--- config.mk ---
export PLATFORM = sky130hd
export DESIGN_NAME = dwhl_front
export DESIGN_NICKNAME = d
export VERILOG_FILES = /design/src/rtl/dwhl_pkg.sv /design/src/rtl/dwhl_front.sv
export SDC_FILE = /design/constraint.sdc
export NUM_CORES = 1
export LEC_CHECK = 0
export ABC_AREA = 1
export BUFFER_PORTS_ARGS = -buffer_cell sky130_fd_sc_hd__buf_2
export CORE_ASPECT_RATIO = 0.6
export CORE_MARGIN = 2
export CORE_UTILIZATION = 49
export CTS_CLUSTER_DIAMETER = 80
export DETAILED_ROUTE_END_ITERATION = 12
export PLACE_DENSITY = 0.68
export SKIP_CTS_REPAIR_TIMING = 1
export SLEW_MARGIN = 25
export SYNTH_ARGS = -nofsm -noshare
export SYNTH_HDL_FRONTEND = slang
export SYNTH_SLANG_ARGS = --single-unit
--- constraint.sdc ---
create_clock -name clk -period 8.3 [get_ports clk]
set_input_delay 0.83 -clock clk [delete_from_list [all_inputs] [get_ports clk]]
set_output_delay 0.83 -clock clk [all_outputs]
set_load 0.05 [all_outputs]
--- src/rtl/dwhl_pkg.sv ---
// Shared types and constants for the distance-weighted hinge loss block.
// Used by every module of the block; depends on nothing else.
package dwhl_pkg;

    localparam int MAX_CLASSES  = 16;
    localparam int POS_W        = (MAX_CLASSES > 2) ? $clog2(MAX_CLASSES) : 1;
    localparam int CNT_W        = (POS_W + 1 > 5) ? POS_W + 1 : 5;
    localparam int LBL_W        = (POS_W > 4) ? POS_W : 4;
    localparam int WIDX_W       = 4;
    localparam int WEIGHT_DEPTH = 16;
    localparam int QUEUE_DEPTH  = 4;
    localparam int QPTR_W       = 2;

    // 1.0 in Q16.16, extended to the margin width.
    localparam logic signed [33:0] ONE_Q16 = 34'sd65536;

    localparam logic OP_LOAD  = 1'b0;
    localparam logic OP_SCORE = 1'b1;

    typedef enum logic [2:0] {
        CFG_NORM_MODE  = 3'd0,
        CFG_CLASSES    = 3'd1,
        CFG_GRAD_SCALE = 3'd2,
        CFG_LOSS_SCALE = 3'd3,
        CFG_GRAD_ON    = 3'd4
    } cfg_idx_t;

    typedef enum logic [2:0] {
        BK_IDLE,
        BK_MUL1,
        BK_MUL2,
        BK_COST,
        BK_SUM,
        BK_LOSS,
        BK_OUT
    } back_state_t;

    typedef struct packed {
        logic               norm_mode;
        logic [4:0]         classes_in_use;
        logic signed [31:0] gradient_scale;
        logic [16:0]        loss_scale;
        logic               gradient_on;
    } cfg_t;

    typedef struct packed {
        logic               opcode;
        logic signed [31:0] score;
        logic [3:0]         true_class;
        logic [3:0]         weight_index;
        logic [17:0]        weight_value;
        logic               batch_end;
    } item_t;

    typedef struct packed {
        logic signed [31:0] element_cost;
        logic signed [31:0] element_gradient;
        logic signed [47:0] batch_loss;
        logic               batch_done;
    } result_t;

    // One classified score on its way from the front end to the back end.
    typedef struct packed {
        logic        on_label;
        logic        positive;
        logic [31:0] margin;
        logic [17:0] weight;
        logic        batch_end;
    } work_t;

endpackage

--- src/rtl/dwhl_front.sv ---
// Front end: accepts items, keeps the weight table and the class counter,
// and classifies each score into a work item. Depends on dwhl_pkg.
module dwhl_front (
    input  logic            clk,
    input  logic            rst_n,
    input  dwhl_pkg::cfg_t  cfg,
    input  logic            req_valid,
    output logic            req_ready,
    input  dwhl_pkg::item_t req,
    output logic            push_valid,
    input  logic            push_ready,
    output dwhl_pkg::work_t push_data
);
    import dwhl_pkg::*;

    logic [17:0]        weight_mem [WEIGHT_DEPTH];
    logic [17:0]        weight_rd_reg;
    logic               stage_valid_reg;
    logic               stage_valid_next;
    logic               on_label_reg;
    logic               positive_reg;
    logic [31:0]        margin_reg;
    logic               batch_end_reg;
    logic [POS_W-1:0]   class_pos_reg;
    logic [POS_W-1:0]   class_pos_next;

    logic [CNT_W-1:0]   ci_ext;
    logic [CNT_W-1:0]   count;
    logic [POS_W-1:0]   pos;
    logic [CNT_W-1:0]   pos_inc;
    logic [LBL_W-1:0]   pos_x;
    logic [LBL_W-1:0]   lab_x;
    logic [LBL_W-1:0]   dist_full;
    logic [WIDX_W-1:0]  dist_idx;
    logic               on_label;
    logic signed [33:0] score_x;
    logic signed [33:0] margin;
    logic               accept;
    logic               score_acc;
    logic               load_acc;

    assign accept    = req_valid && req_ready;
    assign score_acc = accept && (req.opcode == OP_SCORE);
    assign load_acc  = accept && (req.opcode == OP_LOAD);
    assign req_ready = !stage_valid_reg || push_ready;

    always_comb
    begin
        ci_ext = CNT_W'(cfg.classes_in_use);
        if (ci_ext < CNT_W'(2))
            count = CNT_W'(2);
        else if (ci_ext > CNT_W'(MAX_CLASSES))
            count = CNT_W'(MAX_CLASSES);
        else
            count = ci_ext;

        // A counter left beyond a smaller class count starts over.
        pos     = (CNT_W'(class_pos_reg) >= count) ? '0 : class_pos_reg;
        pos_inc = CNT_W'(pos) + CNT_W'(1);
        if (req.batch_end || (pos_inc >= count))
            class_pos_next = '0;
        else
            class_pos_next = pos_inc[POS_W-1:0];

        pos_x     = LBL_W'(pos);
        lab_x     = LBL_W'(req.true_class);
        on_label  = (pos_x == lab_x);
        dist_full = (pos_x > lab_x) ? (pos_x - lab_x) : (lab_x - pos_x);
        dist_idx  = dist_full[WIDX_W-1:0];

        score_x = 34'(req.score);
        margin  = on_label ? (ONE_Q16 + score_x) : (ONE_Q16 - score_x);

        if (score_acc)
            stage_valid_next = 1'b1;
        else if (push_ready)
            stage_valid_next = 1'b0;
        else
            stage_valid_next = stage_valid_reg;
    end

    always_ff @(posedge clk or negedge rst_n)
    begin
        if (!rst_n)
        begin
            stage_valid_reg <= 1'b0;
            class_pos_reg   <= '0;
        end
        else
        begin
            stage_valid_reg <= stage_valid_next;
            if (score_acc)
                class_pos_reg <= class_pos_next;
        end
    end

    always_ff @(posedge clk)
    begin
        if (load_acc)
            weight_mem[req.weight_index] <= req.weight_value;
        if (score_acc)
        begin
            weight_rd_reg <= weight_mem[dist_idx];
            on_label_reg  <= on_label;
            positive_reg  <= (margin > 34'sd0);
            margin_reg    <= margin[31:0];
            batch_end_reg <= req.batch_end;
        end
    end

    always_comb
    begin
        push_valid          = stage_valid_reg;
        push_data.on_label  = on_label_reg;
        push_data.positive  = positive_reg;
        push_data.margin    = margin_reg;
        push_data.weight    = weight_rd_reg;
        push_data.batch_end = batch_end_reg;
    end

endmodule

==> flow_summary.json <==
{
  "synth.area.mux_share_pct": 10.0,
  "final.setup_skew_ns": 0.0299,
  "rr_worst_depth": 16,
  "clock_sinks": 346,
  "cp_common_cell": "nand2_1",
  "cts_tree": "done",
  "end_kind": "flop",
  "status": "finished clean",
  "cp_max_fo": 79,
  "drcViolationCount": 0,
  "p_per_area_mw_per_mm2": 264,
  "cap_violations": 0,
  "final-instance-count-excl-fill": 1940,
  "clk_latency_ns": 0.53,
  "max-slew-margin-rel_pct": 34.4,
  "finalCoreUtilization_pct": 56.3,
  "rsz0062_at_grt": "no",
  "drt_first_iter_violations": 1053,
  "internal-power_mw": 3.20,
  "fin_crit_sh_pct": 59.9,
  "design.core.area_mm2": 0.0324,
  "grt-ovfl-total": 0,
  "path_clk_slew_ns": 0.06,
  "final-setup-viol-count": 0,
  "fin_tns_setup_ns": 0,
  "rows": 51,
  "grt_pass1_wl_mm": 61.6,
  "detail-route-antenna-nets": 0,
  "drv_slew": 0,
  "yosys_warnings": 0,
  "drt-vias-per-instance": 5.58,
  "avgSynthCellArea_um2": 11.8,
  "worst_pin_slew_ns": 0.981,
  "cts.htree.levels": 2,
  "cp.arrival_ns": 5.18,
  "synth_fp_nets": 1506,
  "die_y_um": 145,
  "p_switching_mw": 1.62,
  "clockBufferDepth": 3,
  "io_buffers": 123,
  "max-vdd-ir-drop_mv": 0.183,
  "die_w_um": 238,
  "critPathMaxStageDelay_ns": 0.80,
  "ys_seq_area_share_pct": 64.2,
  "worst-endpoint-required_ns": 8.50,
  "via_count": 10800,
  "initial_core_util_pct": 49.8,
  "final.fill_count": 2675,
  "synth_fa_ha_area_share_pct": 1.80,
  "clkPwrFrac_pct": 29.1,
  "power.share.sequential_pct": 41.6,
  "cts_made_buffers": 34,
  "start_kind": "input pin",
  "p_leak_nw": 6.90,
  "period_needed_ns": 4.97,
  "avgRoutedWirePerCell_um": 21.5,
  "area_delta_synth_final_pct": 13.1,
  "dp_hpwl_mm": 25.8,
  "grt_max_degree": 80,
  "dp.cells": 1878,
  "p_sw_share_pct": 33.6,
  "netlist_instances": 1364,
  "synth_xor_area_share_pct": 2.01,
  "dieArea_mm2": 0.0345,
  "crit_type": "input pin to flop",
  "synth-compound-area-share_pct": 0.837,
  "largest_reg_flops": 288,
  "drive_gt1_share_pct": 24.4,
  "grt_pass1_vias": 10100,
  "drtPass1Iterations": 5,
  "power.total_mw": 4.82,
  "hold_viol": 0,
  "ys_ff_latch": 346,
  "synth_area_mm2": 0.0161,
  "antenna_found_initial": 5,
  "gp_congestion": 0.931,
  "routed_wl_mm": 41.8,
  "synth-simple-area-share_pct": 17.7,
  "nets": 1632,
  "hold-worst-slack_ns": 0.103,
  "cts-root-buf": "clkbuf_16",
  "yosys.cell_types.count": 33,
  "cp_cell_sequence": "buf_2, nor3_1, nor2_1, ha_1, inv_1, nand2_1, nand2_1, nor2_1, nor2_2, inv_1, nor2_1, ha_4, buf_6, buf_4, mux2_2, nand2_1, nand3_1, nand3_1, nand2_1",
  "slowest_stage": "buf_4",
  "synth_top_family_by_area": "simple AND/OR/NAND/NOR gates",
  "p_comb_share_pct": 29.3,
  "fmax_ghz": 0.201,
  "hold_path.class": "input pin to async pin",
  "grt_usage_pct": 24.3,
  "io_pins": 175
}
-- routing by layer --
| metal | GRT usage, % | vias to the layer above | share of wire (%) |
|---|---|---|---|
| li1 | - | 5049 | - |
| met1 | 37.4 | 5321 | 47 |
| met2 | 34.1 | 411 | 42 |
| met3 | 6.80 | 45 | 9.8 |
| met4 | 4.97 | 4 | 1.3 |
| met5 | 0 | - | 0.062 |
-- cells in the final DEF (no fill, tap or decap), types with 7 or more instances in the layout --
master / netlist / final
buf_2: 18 / 123
buf_4: 11 / 19
clkbuf_1: 24 / 8
clkbuf_16: 0 / 34
clkinv_1: 0 / 7
edfxtp_1: 341 / 341
ha_1: 20 / 19
inv_1: 69 / 68
inv_2: 6 / 7
mux2_2: 144 / 144
nand2_1: 322 / 322
nand2_2: 7 / 7
nand3_1: 203 / 203
nand4_1: 8 / 8
nor2_1: 98 / 82
nor2_2: 2 / 10
nor2_4: 0 / 8
nor3_1: 13 / 13
o21ai_0: 10 / 10
xor2_1: 32 / 32
-- path summary, 6_finish.rpt --
check / startpoint / to / slack, ns
min in group clk: req[0] / batch_end_reg$_DFFE_PP_ / 0.51
max: cfg[53] / weight_rd_reg[4]$_DFFE_PP_ / 3.33
min reg2reg: push_valid$_DFFE_PN0P_ / push_valid$_DFFE_PN0P_ / 0.54
min: rst_n / push_valid$_DFFE_PN0P_ / 0.10
max reg2reg: class_pos_reg[2]$_DFFE_PN0P_ / weight_rd_reg[4]$_DFFE_PP_ / 3.62
max in group asynchronous: rst_n / class_pos_reg[3]$_DFFE_PN0P_ / 8.06
-- power groups by stage --
| stage | sequential, mW | clock (mW) | combinational, mW |
|---|---|---|---|
| 2_1_floorplan | 2.16 | 0 | 0.883 |
| 3_3_place_gp | 2.04 | 0 | 1.38 |
| 3_5_place_dp | 2.05 | 0 | 1.39 |
| 4_1_cts | 2.01 | 1.42 | 1.40 |
| 5_1_grt | 2.01 | 1.50 | 1.53 |
| 6_report | 2.01 | 1.40 | 1.41 |
-- Yosys cell counts --
cell      count  area share (%)
a31oi_1       2           0.077
inv_2         6            0.14
buf_2        18            0.56
nand2_2       7            0.27
nand2_4       2            0.14
o21ai_0      10            0.31
nor3_1       13            0.40
nand3_1     203             6.3
nand2_1     322             7.5
nor2_1       98             2.3
buf_4        11            0.51
clkbuf_1     24            0.56
and2_1        1           0.039
o21ai_1       4            0.12
ha_1         20             1.6
nand4_1       8            0.31
nor3b_1       1           0.047
o22ai_1       2           0.077
o21bai_2      1           0.070
o221ai_1      1           0.054
nand3b_1      2           0.093
a21oi_1       4            0.12
fa_1          2            0.25
inv_1        69             1.6
nand3_2       2            0.12
or2_1         1           0.039
mux2_2      144              10
xor2_1       32             1.7
dfrtp_1       5            0.78
nor2_2        2           0.077
nand4_4       1            0.13
edfxtp_1    341              63
xnor2_1       5            0.27
-- cell type report --
class,instances,area [µm²],area share (%)
antenna,4,10.0,0.0548
clock inverter,16,96.3,0.528
tap,424,531,2.91
clock buffer,42,881,4.82
sequential,346,10400,56.8
timing repair buffer,143,769,4.21
inverter,75,282,1.54
multi-input combinational,890,5330,29.2
-- metrics by stage --
step / setup slack [ns] / instance area [µm²]
floorplan: 4.43 / 16100
global placement: 2.70 / 17300
detailed placement: 2.62 / 17300
CTS: 3.19 / 18200
global route: 2.93 / 18300
finish: 3.33 / 18300
-- logic make-up after synthesis --
| logic type | Yosys count |
|---|---|
| AO/OA/AOI/OAI | 24 |
| XOR/XNOR | 37 |
| adder cells (fa/ha/maj) | 22 |
| buffers and inverters | 128 |
| flip-flops | 346 |
| multiplexers | 144 |
| AND/OR/NAND/NOR | 663 |
-- worst max-delay path: cells and delay by family --
| kind | cells | cell delay, ns |
|---|---|---|
| adder cells (fa/ha/maj) | 2 | 0.48 |
| AND/OR/NAND/NOR | 11 | 1.70 |
| buffers and inverters | 5 | 1.61 |
| multiplexers | 1 | 0.42 |
Power figures use the tool's default switching activity.
