===== src/rtl/dwhl_pkg.sv =====
// Shared types and constants for the distance-weighted hinge loss block.
// Used by every module of the block; depends on nothing else.
package dwhl_pkg;

    localparam int MAX_CLASSES  = 16;
    localparam int POS_W        = (MAX_CLASSES > 2) ? $clog2(MAX_CLASSES) : 1;
    localparam int CNT_W        = (POS_W + 1 > 5) ? POS_W + 1 : 5;
    localparam int LBL_W        = (POS_W > 4) ? POS_W : 4;
    localparam int WIDX_W       = 4;
    localparam int WEIGHT_DEPTH = 16;
    localparam int QUEUE_DEPTH  = 4;
    localparam int QPTR_W       = 2;

    // 1.0 in Q16.16, extended to the margin width.
    localparam logic signed [33:0] ONE_Q16 = 34'sd65536;

    localparam logic OP_LOAD  = 1'b0;
    localparam logic OP_SCORE = 1'b1;

    typedef enum logic [2:0] {
        CFG_NORM_MODE  = 3'd0,
        CFG_CLASSES    = 3'd1,
        CFG_GRAD_SCALE = 3'd2,
        CFG_LOSS_SCALE = 3'd3,
        CFG_GRAD_ON    = 3'd4
    } cfg_idx_t;

    typedef enum logic [2:0] {
        BK_IDLE,
        BK_MUL1,
        BK_MUL2,
        BK_COST,
        BK_SUM,
        BK_LOSS,
        BK_OUT
    } back_state_t;

    typedef struct packed {
        logic               norm_mode;
        logic [4:0]         classes_in_use;
        logic signed [31:0] gradient_scale;
        logic [16:0]        loss_scale;
        logic               gradient_on;
    } cfg_t;

    typedef struct packed {
        logic               opcode;
        logic signed [31:0] score;
        logic [3:0]         true_class;
        logic [3:0]         weight_index;
        logic [17:0]        weight_value;
        logic               batch_end;
    } item_t;

    typedef struct packed {
        logic signed [31:0] element_cost;
        logic signed [31:0] element_gradient;
        logic signed [47:0] batch_loss;
        logic               batch_done;
    } result_t;

    // One classified score on its way from the front end to the back end.
    typedef struct packed {
        logic        on_label;
        logic        positive;
        logic [31:0] margin;
        logic [17:0] weight;
        logic        batch_end;
    } work_t;

endpackage


===== src/rtl/dwhl_queue.sv =====
// Short first-in first-out queue of work items between front and back end.
// Depends on dwhl_pkg for the work item type and depth.
module dwhl_queue (
    input  logic            clk,
    input  logic            rst_n,
    input  logic            push_valid,
    output logic            push_ready,
    input  dwhl_pkg::work_t push_data,
    output logic            pop_valid,
    input  logic            pop_ready,
    output dwhl_pkg::work_t pop_data
);
    import dwhl_pkg::*;

    work_t             q_mem [QUEUE_DEPTH];
    logic [QPTR_W-1:0] wr_ptr_reg;
    logic [QPTR_W-1:0] rd_ptr_reg;
    logic [QPTR_W:0]   count_reg;
    logic [QPTR_W:0]   count_next;
    logic              push;
    logic              pop;

    assign push_ready = (count_reg != (QPTR_W + 1)'(QUEUE_DEPTH));
    assign pop_valid  = (count_reg != '0);
    assign push       = push_valid && push_ready;
    assign pop        = pop_valid && pop_ready;
    assign pop_data   = q_mem[rd_ptr_reg];

    always_comb
    begin
        count_next = count_reg;
        if (push && !pop)
            count_next = count_reg + (QPTR_W + 1)'(1);
        else if (pop && !push)
            count_next = count_reg - (QPTR_W + 1)'(1);
    end

    always_ff @(posedge clk or negedge rst_n)
    begin
        if (!rst_n)
        begin
            wr_ptr_reg <= '0;
            rd_ptr_reg <= '0;
            count_reg  <= '0;
        end
        else
        begin
            count_reg <= count_next;
            if (push)
                wr_ptr_reg <= wr_ptr_reg + QPTR_W'(1);
            if (pop)
                rd_ptr_reg <= rd_ptr_reg + QPTR_W'(1);
        end
    end

    always_ff @(posedge clk)
    begin
        if (push)
            q_mem[wr_ptr_reg] <= push_data;
    end

endmodule


===== config.mk =====
export PLATFORM = sky130hd
export DESIGN_NAME = dwhl_queue
export DESIGN_NICKNAME = d
export VERILOG_FILES = /design/src/rtl/dwhl_pkg.sv /design/src/rtl/dwhl_queue.sv
export SDC_FILE = /design/constraint.sdc
export NUM_CORES = 1
export LEC_CHECK = 0
export ABC_AREA = 1
export BUFFER_PORTS_ARGS = -buffer_cell sky130_fd_sc_hd__buf_2
export CAP_MARGIN = 20
export CORE_ASPECT_RATIO = 1.75
export CORE_MARGIN = 2
export CORE_UTILIZATION = 50
export CTS_CLUSTER_DIAMETER = 50
export CTS_CLUSTER_SIZE = 28
export DETAILED_ROUTE_END_ITERATION = 7
export GPL_TIMING_DRIVEN = 0
export PLACE_DENSITY = 0.8
export SYNTH_ARGS = -nofsm -noshare
export SYNTH_HDL_FRONTEND = slang
export SYNTH_SLANG_ARGS = --single-unit

===== constraint.sdc =====
create_clock -name clk -period 3.75 [get_ports clk]
set_input_delay 0.375 -clock clk [delete_from_list [all_inputs] [get_ports clk]]
set_output_delay 0.375 -clock clk [all_outputs]
set_load 0.01 [all_outputs]

==> metrics.txt, run 1 <==
share of cells above drive strength 1=0.2528; Initial Util=0.5076; Hold Path Class=input port to flop; htree depth=1; Most Crowded Layer GR=met2; Clock Tree Root=clkbuf_16; # setup viols final=0; design area=between 0.01 and 0.015 mm²; post-synthesis instance area=0.009081 mm²; DRT iter0 DRCs=between 200 and 300; Max Clock Freq=between 400 and 500 MHz; CP Capture Point=pop_data[25]; reg-to-reg setup timing slack=1.41 ns; R2R depth=5; worst-margin pin slew=slightly above 0.9 ns; fin cells=around 1,100; Routed WL=around 18,000 µm; Die H=182.3 µm; most frequent cells in the layout=edfxtp_1 (212), nand2_1 (177), inv_1 (117), buf_2 (116), o211ai_1 (66); drt first pass iters=5; post-synthesis sequential area ratio=0.7203; Layout Skew=around 0.018 ns; ANT nets after route=0; critical path launch point=rd_ptr_reg[0]; Synth Instances=~680; via count of the first global-routing pass=5,474; fin crit share=0.6312; most common cell after layout, fill and taps aside=edfxtp_1; Port Buffers=around 110; CP Data Arrival Time=1.99 ns; max-cap violations=0; Critical Path Fanout Max=10; GRT Resource Usage Total=0.1896; Area growth, synth to finish=15.72%; initial antenna violation count=1; clk_lat worst skew=0.47 ns; via count=between 5,000 and 6,000; WL/cell=~17 µm; RSZ-0062 raised after global routing=false; Crit Reg-Reg Startpoint=count_reg[1]; Final Slew Violations=0; static leakage=about 4.3 nW; Die X=around 110 µm; Slew headroom=0.3909; met3 Track Usage GR=0.03036; dpl ws=around 1.4 ns; placed insts=1,028; Placement Cell Area=0.01009 mm²; CTS tree=built; Crit. End Element=output pin; DP Wirelength=12,070 µm; Crit Path Category=flop to output pin; Die Area=~0.019 mm²; hold slack=roughly 0.11 ns; status=completed; Vias/cell=between 5 and 6; Max clock buf depth=3; min cycle time layout=between 2 and 2.5 ns; row cnt=65; Netlist cell types=20; final hold vios=0; Placer Congestion=~0.77; GR met1 Demand/Resource=0.2152; critical path launch point type=flop; grt total ovfl=0; register bit total from synthesis=about 220; clock slew at reported path FFs=0.10 ns; Synth warnings=0; post-CTS setup buffer count=0; largest net degree at the start of global routing=29; core box area=between 0.015 and 0.02 mm²; met2 Resource Use GR=0.3499; clock sinks=219; Finished Core Util=0.5873; Cell Pwr Density=761.9 mW/mm²; Num CTS Buffers=13; # DRC=0; WP data required=around 3.4 ns; R2R Path End=q_mem[1][30]; syn_nets=740; first-pass GRT wire length=28,190 µm; syn_area_per_cell=roughly 13 µm²; worst setup margin=around 1.4 ns; fin nets=873; max FFs per register=212; Peak VDD IR=between 400 and 500 µV; io pins=about 110
-- power breakdown --
part | internal (mW) | switching, mW | total (mW)
Sequential | 3.21 | 0.133 | 3.35
Clock | 0.679 | 0.788 | 1.47
Combinational | 1.15 | 2.05 | 3.19
Total | 5.04 | 2.97 | 8.01
-- timing repair --
action                    CTS  global route
hold buffers                1             0
hold endpoints to repair    7             0
resized for setup           0             0
-- layer usage --
| metal | routed length [µm] | share of wire |
|---|---|---|
| met5 | 0 | 0 |
| met4 | 661 | 0.037 |
| met3 | 1039 | 0.058 |
| met2 | 9604 | 0.54 |
| met1 | 6595 | 0.37 |
-- kinds of logic (layout without fill, tap and decap cells) --
family | after synthesis | after routing | share of synthesized area
XOR/XNOR | 1 | 1 | 0.0009646
other | 0 | 1 | 0
AO/OA/AOI/OAI | 107 | 107 | 0.1102
buffers and inverters | 155 | 293 | 0.08005
adder cells (fa/ha/maj) | 6 | 6 | 0.009094
flip-flops | 219 | 219 | 0.7203
AND/OR/NAND/NOR | 189 | 189 | 0.07936
-- cell usage after synthesis --
cell,instances,area (µm²)
nand4_1,1,6.260
buf_1,1,3.750
nand2_1,177,664.4
inv_2,3,11.26
buf_6,18,202.7
fa_1,1,20.02
edfxtp_1,212,6366
o211ai_2,40,500.5
dfrtp_1,7,175.2
buf_2,5,25.02
clkbuf_1,9,33.78
buf_4,1,7.510
inv_1,117,439.2
nor2_1,4,15.01
o211ai_1,66,495.5
ha_1,5,62.56
clkinv_1,1,3.750
nand3_1,7,35.03
o21ai_0,1,5.000
xnor2_1,1,8.760
-- how the worst min path moves through the flow --
stage	startpoint	end	slack, ns	cells after the start
6_report	push_data[50]	q_mem[3][50]	0.11	1
5_1_grt	push_data[45]	q_mem[3][45]	0.10	1
4_1_cts	push_data[48]	q_mem[2][48]	0.1	1
3_5_place_dp	rst_n	count_reg[1]	0.22	1
3_3_place_gp	rst_n	count_reg[1]	0.22	1
2_1_floorplan	rst_n	count_reg[0]	0.08	0
-- metrics by stage --
stage / setup TNS (ns) / power [mW]
after detailed placement: 0 / 6.649
after global placement: -290.34 / 6.517
after global routing: 0 / 8.508
after CTS: 0 / 8.099
final: 0 / 8.006
after floorplan: 0 / 5.421
-- critical path: stages, from the launching register on --
cell and delay (ns):
dfrtp_1 0.42, inv_2 0.16, clkbuf_1 0.44, nand2_1 0.14, o211ai_2 0.09, nand2_1 0.12
buf_2 0.17
-- cell type report --
| cell class | count | area [µm²] |
|---|---|---|
| Sequential cell | 219 | 6541 |
| Multi-Input combinational cell | 303 | 1843 |
| Buffer | 34 | 272.8 |
| Tap cell | 234 | 292.8 |
| Antenna cell | 1 | 2.502 |
| Fill cell | 1395 | 7383 |
| Timing Repair Buffer | 118 | 700.7 |
| Clock inverter | 5 | 68.82 |
| Inverter | 121 | 454.2 |
| Clock buffer | 15 | 332.8 |
Note: power is estimated with default switching activity, not from simulation.
==> run 2: changes to the inputs <==
--- a/config.mk
+++ b/config.mk
@@ -5,7 +5,7 @@
 export SDC_FILE = /design/constraint.sdc
 export NUM_CORES = 1
 export LEC_CHECK = 0
-export ABC_AREA = 1
+export ABC_AREA = 0
 export BUFFER_PORTS_ARGS = -buffer_cell sky130_fd_sc_hd__buf_2
 export CAP_MARGIN = 20
 export CORE_ASPECT_RATIO = 1.75
@@ -15,7 +15,7 @@
 export CTS_CLUSTER_SIZE = 28
 export DETAILED_ROUTE_END_ITERATION = 7
 export GPL_TIMING_DRIVEN = 0
-export PLACE_DENSITY = 0.8
+export PLACE_DENSITY = 0.84
 export SYNTH_ARGS = -nofsm -noshare
 export SYNTH_HDL_FRONTEND = slang
 export SYNTH_SLANG_ARGS = --single-unit
==> constraint.sdc (replaced) <==
create_clock -name clk -period 2 [get_ports clk]
set_input_delay 0.2 -clock clk [delete_from_list [all_inputs] [get_ports clk]]
set_output_delay 0.2 -clock clk [all_outputs]
set_load 0.01 [all_outputs]
==> metrics.txt, run 2 <==
Slew headroom=0.7075; most common cell after layout, fill and taps aside=edfxtp_1; Finished Core Util=0.6521; Post-Synth Simple-Gate Area=0.006313; Cell Pwr Density=roughly 1400 mW/mm²; combinational power share=0.375; Sequential Power Share=0.431; Peak VDD IR=roughly 1200 µV; Post-Synth XOR/XNOR Area=0.006467; Die H=between 150 and 200 µm; share of cells above drive strength 1=0.4319; io pins=112; Max Clock Freq=between 400 and 500 MHz; grt total ovfl=0; clock slew at reported path FFs=~0.09 ns; clock power share=0.194; most numerous cell in the Yosys netlist=edfxtp_1; Max clock buf depth=3; row cnt=61; Area growth, synth to finish=27.39%; setup TNS=-1.129 ns; core box area=0.01588 mm²; failing checks=setup timing; Synth warnings=0; critical path launch point type=flop; Post-synth EDFFs=around 210; synth cell count leaders=edfxtp_1 (212), mux4_2 (48), dfrtp_1 (7); clk_lat worst skew=0.46 ns; # DRC=0; DP Wirelength=8943 µm; WL/cell=about 22 µm; syn_nets=about 380; fin crit share=1.032; main combinational cell family by area after synthesis=multiplexers; Crit Path Category=flop to output pin; drt first pass iters=4; clock sinks=between 200 and 250; DRT iter0 DRCs=162; Die X=roughly 100 µm; # setup viols final=between 40 and 50; final hold vios=0; static leakage=~3.6 nW; switching share of total power=0.2825; Critical Path Fanout Max=10; status=finished with violations; Synth Instances=roughly 310; FFs w/ async S/R, synth=0.03196; Port Buffers=around 110; syn_area_per_cell=approximately 26 µm²; via count of the first global-routing pass=4,167; via count=between 3,000 and 4,000; RSZ-0062 raised after global routing=true; Num CTS Buffers=12; Int Pwr=between 10 and 15 mW; Placer Congestion=slightly below 0.7; Netlist cell types=19; top-area cell type share of the netlist area=0.7834; switching power=between 4 and 5 mW; Final Slew Violations=0; Fillers=1,059; Routed WL=~15,000 µm; WP data required=between 1.5 and 2 ns; fin cells=a little over 700; first-pass GRT wire length=between 20,000 and 25,000 µm; most area-hungry cell type in the Yosys netlist=edfxtp_1; largest net degree at the start of global routing=35; fin nets=571; CP Data Arrival Time=~1.9 ns; Initial Util=0.5119; synth top area cells=edfxtp_1 (78%), mux4_2 (13%), dfrtp_1 (2.2%); GRT Resource Usage Total=0.1747; most frequent cells in the layout=edfxtp_1 (212), buf_2 (75), dlygate4sd3_1 (54), mux4_2 (50), buf_6 (37); CTS tree=built; initial antenna violation count=2; Vias/cell=roughly 5.4; Hold Path Class=input port to flop; Layout Skew=0.01477 ns; multiplexer share of the synthesized area=0.1520; Crit. End Element=output pin; worst setup margin=-0.06490 ns; max-cap violations=0; placed insts=~620; Die Area=~0.017 mm²; Clock Tree Root=clkbuf_16; min cycle time layout=between 2 and 2.5 ns; htree depth=1; register bit total from synthesis=around 220; post-synthesis sequential area ratio=0.8049; Compound-Gate Fraction of Synth Area=0.001386; Synth Area in Adders=0.01016; ys flop type=edfxtp_1; worst-margin pin slew=between 0.4 and 0.5 ns; post-synthesis instance area=roughly 0.0081 mm²; ANT nets after route=0; max FFs per register=between 200 and 250
-- run 2: cell types whose count changed in the layout (fill, tap and decap cells not counted), moves of 10 or more --
cell and delta:
buf_4 +14, buf_2 -41, buf_6 +19, nand2_1 -176, o211ai_2 -40, mux4_2 +50
inv_1 -115, dlygate4sd3_1 +53, clkbuf_1 -10, o211ai_1 -66
-- run 2: cells by family (layout without fill, tap and decap cells) --
| group | after synthesis | after routing |
|---|---|---|
| AND/OR/NAND/NOR | 10 | 12 |
| flip-flops | 219 | 219 |
| adder cells (fa/ha/maj) | 6 | 6 |
| other | 0 | 2 |
| buffers and inverters | 15 | 215 |
| AO/OA/AOI/OAI | 1 | 1 |
| XOR/XNOR | 6 | 6 |
| multiplexers | 55 | 55 |
-- run 2: critical path: stages, from the launching register on --
cell     delay (ns)
dfrtp_1        0.39
buf_12         0.16
buf_12         0.16
mux4_2         0.55
buf_6          0.15
-- run 2: per-stage QoR --
stage	worst slack, ns	total power [mW]	hold WS [ns]	cell area (µm²)
3_3_place_gp	-0.3886	10.66	0.03227	8929
5_1_grt	-0.1221	15.31	0.07470	10350
4_1_cts	-0.09965	14.51	0.01171	10230
2_1_floorplan	0.03154	9.279	-0.09559	8137
6_report	-0.06490	14.66	0.06929	10350
3_5_place_dp	-0.1417	10.94	0.03897	8999
-- run 2: layer usage --
| layer | part of all wire | vias up | global-route usage |
|---|---|---|---|
| met4 | 0.025 | 0 | 0.06050 |
| met3 | 0.033 | 27 | 0.02061 |
| met1 | 0.39 | 1988 | 0.2165 |
| met5 | 0 | - | 0 |
| met2 | 0.55 | 88 | 0.3140 |
| li1 | - | 1719 | - |
-- run 2: power by group through the flow --
stage / combinational (mW) / sequential [mW] / clock (mW)
global route: 5.87 / 6.38 / 3.07
global placement: 4.30 / 6.36 / 0
CTS: 5.30 / 6.30 / 2.92
detailed placement: 4.52 / 6.42 / 0
floorplan: 2.95 / 6.33 / 0
finish: 5.50 / 6.31 / 2.84
-- run 2: layout make-up --
type | count | area, µm² | share of cell area
clock inverter | 6 | 91.34 | 0.008823
tap | 189 | 236.5 | 0.02284
multi-input combinational | 80 | 1488 | 0.1437
sequential | 219 | 6544 | 0.6321
antenna | 2 | 5.005 | 0.0004834
inverter | 3 | 11.26 | 0.001088
timing repair buffer | 180 | 1485 | 0.1435
buffer | 12 | 162.7 | 0.01571
clock buffer | 14 | 329.1 | 0.03179
-- run 2: worst paths after layout --
kind	startpoint	end	slack, ns	cells past startpoint
min in group asynchronous	rst_n	count_reg[2]	0.10	2
hold / removal	pop_ready	rd_ptr_reg[1]	0.07	3
hold reg to reg	count_reg[2]	count_reg[2]	0.55	1
max in group asynchronous	rst_n	count_reg[0]	1.74	2
setup / recovery	rd_ptr_reg[0]	pop_data[44]	-0.06	4
setup reg to reg	count_reg[0]	count_reg[2]	0.08	8
-- run 2: what timing repair did --
action                                  CTS  global route
pin swaps                                 5             6
hold buffers                             54             0
gates resized for setup                  40            19
endpoints found under the hold margin   219             0
endpoints found under the setup margin  213            52
gates cloned                              2             0
setup buffers                             7             5
==> run 3: changes to the inputs <==
--- a/config.mk
+++ b/config.mk
@@ -8,14 +8,16 @@
 export ABC_AREA = 0
 export BUFFER_PORTS_ARGS = -buffer_cell sky130_fd_sc_hd__buf_2
 export CAP_MARGIN = 20
+export CELL_PAD_IN_SITES_DETAIL_PLACEMENT = 0
+export CELL_PAD_IN_SITES_GLOBAL_PLACEMENT = 1
 export CORE_ASPECT_RATIO = 1.75
 export CORE_MARGIN = 2
-export CORE_UTILIZATION = 50
+export CORE_UTILIZATION = 45
 export CTS_CLUSTER_DIAMETER = 50
 export CTS_CLUSTER_SIZE = 28
 export DETAILED_ROUTE_END_ITERATION = 7
 export GPL_TIMING_DRIVEN = 0
-export PLACE_DENSITY = 0.84
+export PLACE_DENSITY = 0.85
 export SYNTH_ARGS = -nofsm -noshare
 export SYNTH_HDL_FRONTEND = slang
 export SYNTH_SLANG_ARGS = --single-unit
==> constraint.sdc (replaced) <==
create_clock -name clk -period 2 [get_ports clk]
set_input_delay 0.2 -clock clk [delete_from_list [all_inputs] [get_ports clk]]
set_output_delay 0.2 -clock clk [all_outputs]
set_load 0.05 [all_outputs]
==> metrics.txt, run 3 (synthesized netlist as in run 2, its figures left out) <==
Placer Congestion=0.7558; max FFs per register=approximately 210; Port Buffers=111; Die X=around 110 µm; Num CTS Buffers=14; CP Data Arrival Time=approximately 1.9 ns; worst-margin pin slew=about 0.48 ns; DRT iter0 DRCs=160; CTS tree=built; Slew headroom=0.6778; most frequent cells in the layout=edfxtp_1 (212), buf_2 (59), buf_6 (54), dlygate4sd3_1 (54), mux4_2 (53); WL/cell=21.35 µm; Most Crowded Layer GR=met2; clk_lat worst skew=approximately 0.46 ns; WP data required=1.80 ns; initial antenna violation count=0; Peak VDD IR=between 900 and 1000 µV; placed insts=around 660; switching power=~6.6 mW; io pins=between 100 and 150; combinational power share=0.467; grt total ovfl=0; Max clock buf depth=3; failing checks=setup timing; min cycle time layout=2.098 ns; fin nets=between 500 and 600; antenna diode count=0; htree depth=1; clock power share=0.169; via count of the first global-routing pass=4,232; worst setup margin=-0.09758 ns; GR met1 Demand/Resource=0.1800; met2 Resource Use GR=0.3074; fin cells=between 700 and 800; Die Area=approximately 0.019 mm²; status=finished with violations; critical path launch point type=flop; Hold Path Class=input port to flop; hold slack=between 0.02 and 0.03 ns; Routed WL=between 15,000 and 20,000 µm; Int Pwr=about 11 mW; Critical Path Fanout Max=10; Area growth, synth to finish=28.70%; core box area=between 0.015 and 0.02 mm²; dpl ws=-0.1643 ns; RSZ-0062 raised after global routing=true; max-cap violations=0; Clock Tree Root=clkbuf_16; Max Clock Freq=~480 MHz; row cnt=65; Final Slew Violations=0; Cell Pwr Density=roughly 1700 mW/mm²; Vias/cell=between 5 and 6; ANT nets after route=0; GRT Resource Usage Total=0.1599; # setup viols final=53; drt first pass iters=4; Layout Skew=about 0.012 ns; clock slew at reported path FFs=around 0.09 ns; setup TNS=-3.093 ns; # DRC=0; fin crit share=1.049; share of cells above drive strength 1=0.4425; DP Wirelength=roughly 9000 µm; Initial Util=0.4542; Crit. End Element=output pin; Placement Cell Area=around 0.0090 mm²; switching share of total power=0.3816; Total Power=about 17 mW; Die H=181.8 µm; largest net degree at the start of global routing=between 50 and 60; Finished Core Util=0.5845; final hold vios=0; first-pass GRT wire length=23,180 µm; design area=0.01046 mm²; Crit Path Category=flop to output pin; most common cell after layout, fill and taps aside=edfxtp_1; Sequential Power Share=0.365; via count=~3,900; static leakage=3.624 nW; met3 Track Usage GR=0.02118; clock sinks=roughly 220
==> run 3: worst paths after layout <==
kind	slack [ns]	start	to	cells past startpoint
worst min-delay path	0.03	pop_ready	rd_ptr_reg[0]	3
min in group asynchronous	0.09	rst_n	count_reg[1]	2
worst min register to register	0.60	count_reg[1]	count_reg[1]	1
worst max register to register	0.04	count_reg[2]	count_reg[2]	8
max in group asynchronous	1.74	rst_n	count_reg[0]	2
worst max-delay path	-0.1	rd_ptr_reg[0]	pop_data[47]	4
==> run 3: layer usage <==
metal  share of wire  vias up
li1                -     1710
met2            0.58       90
met5               0        -
met1            0.37     2050
met4           0.017        0
met3           0.030       17
==> run 3: timing repair <==
item,in CTS,in global routing
resized for setup,121,7
pin swaps,2,5
endpoints found under the hold margin,219,0
endpoints found under the setup margin,267,266
buffers inserted,3,5
cloned,0,4
hold buffers,54,0
==> run 3: power groups by stage <==
stage / Clock [mW] / Sequential [mW] / Combinational, mW
2_1_floorplan: 0 / 6.33 / 5.29
3_3_place_gp: 0 / 6.37 / 6.62
3_5_place_dp: 0 / 6.43 / 6.74
4_1_cts: 3.01 / 6.34 / 8.00
5_1_grt: 3.14 / 6.41 / 8.46
6_report: 2.93 / 6.33 / 8.09
==> run 3: critical path: stages (launching register included) <==
cell and delay, ns:
dfrtp_1 0.38, buf_12 0.16, buf_12 0.16, mux4_2 0.55
buf_6 0.18
==> run 3: cell type report <==
| class | instances | area [µm²] |
|---|---|---|
| clock inverters | 9 | 83.83 |
| plain buffers | 12 | 166.4 |
| flip-flops and latches | 219 | 6545 |
| multi-input cells | 82 | 1496 |
| clock buffers | 15 | 375.4 |
| well taps | 234 | 292.8 |
| inverters | 3 | 11.26 |
| fillers | 1327 | 7433 |
| repair buffers | 173 | 1488 |
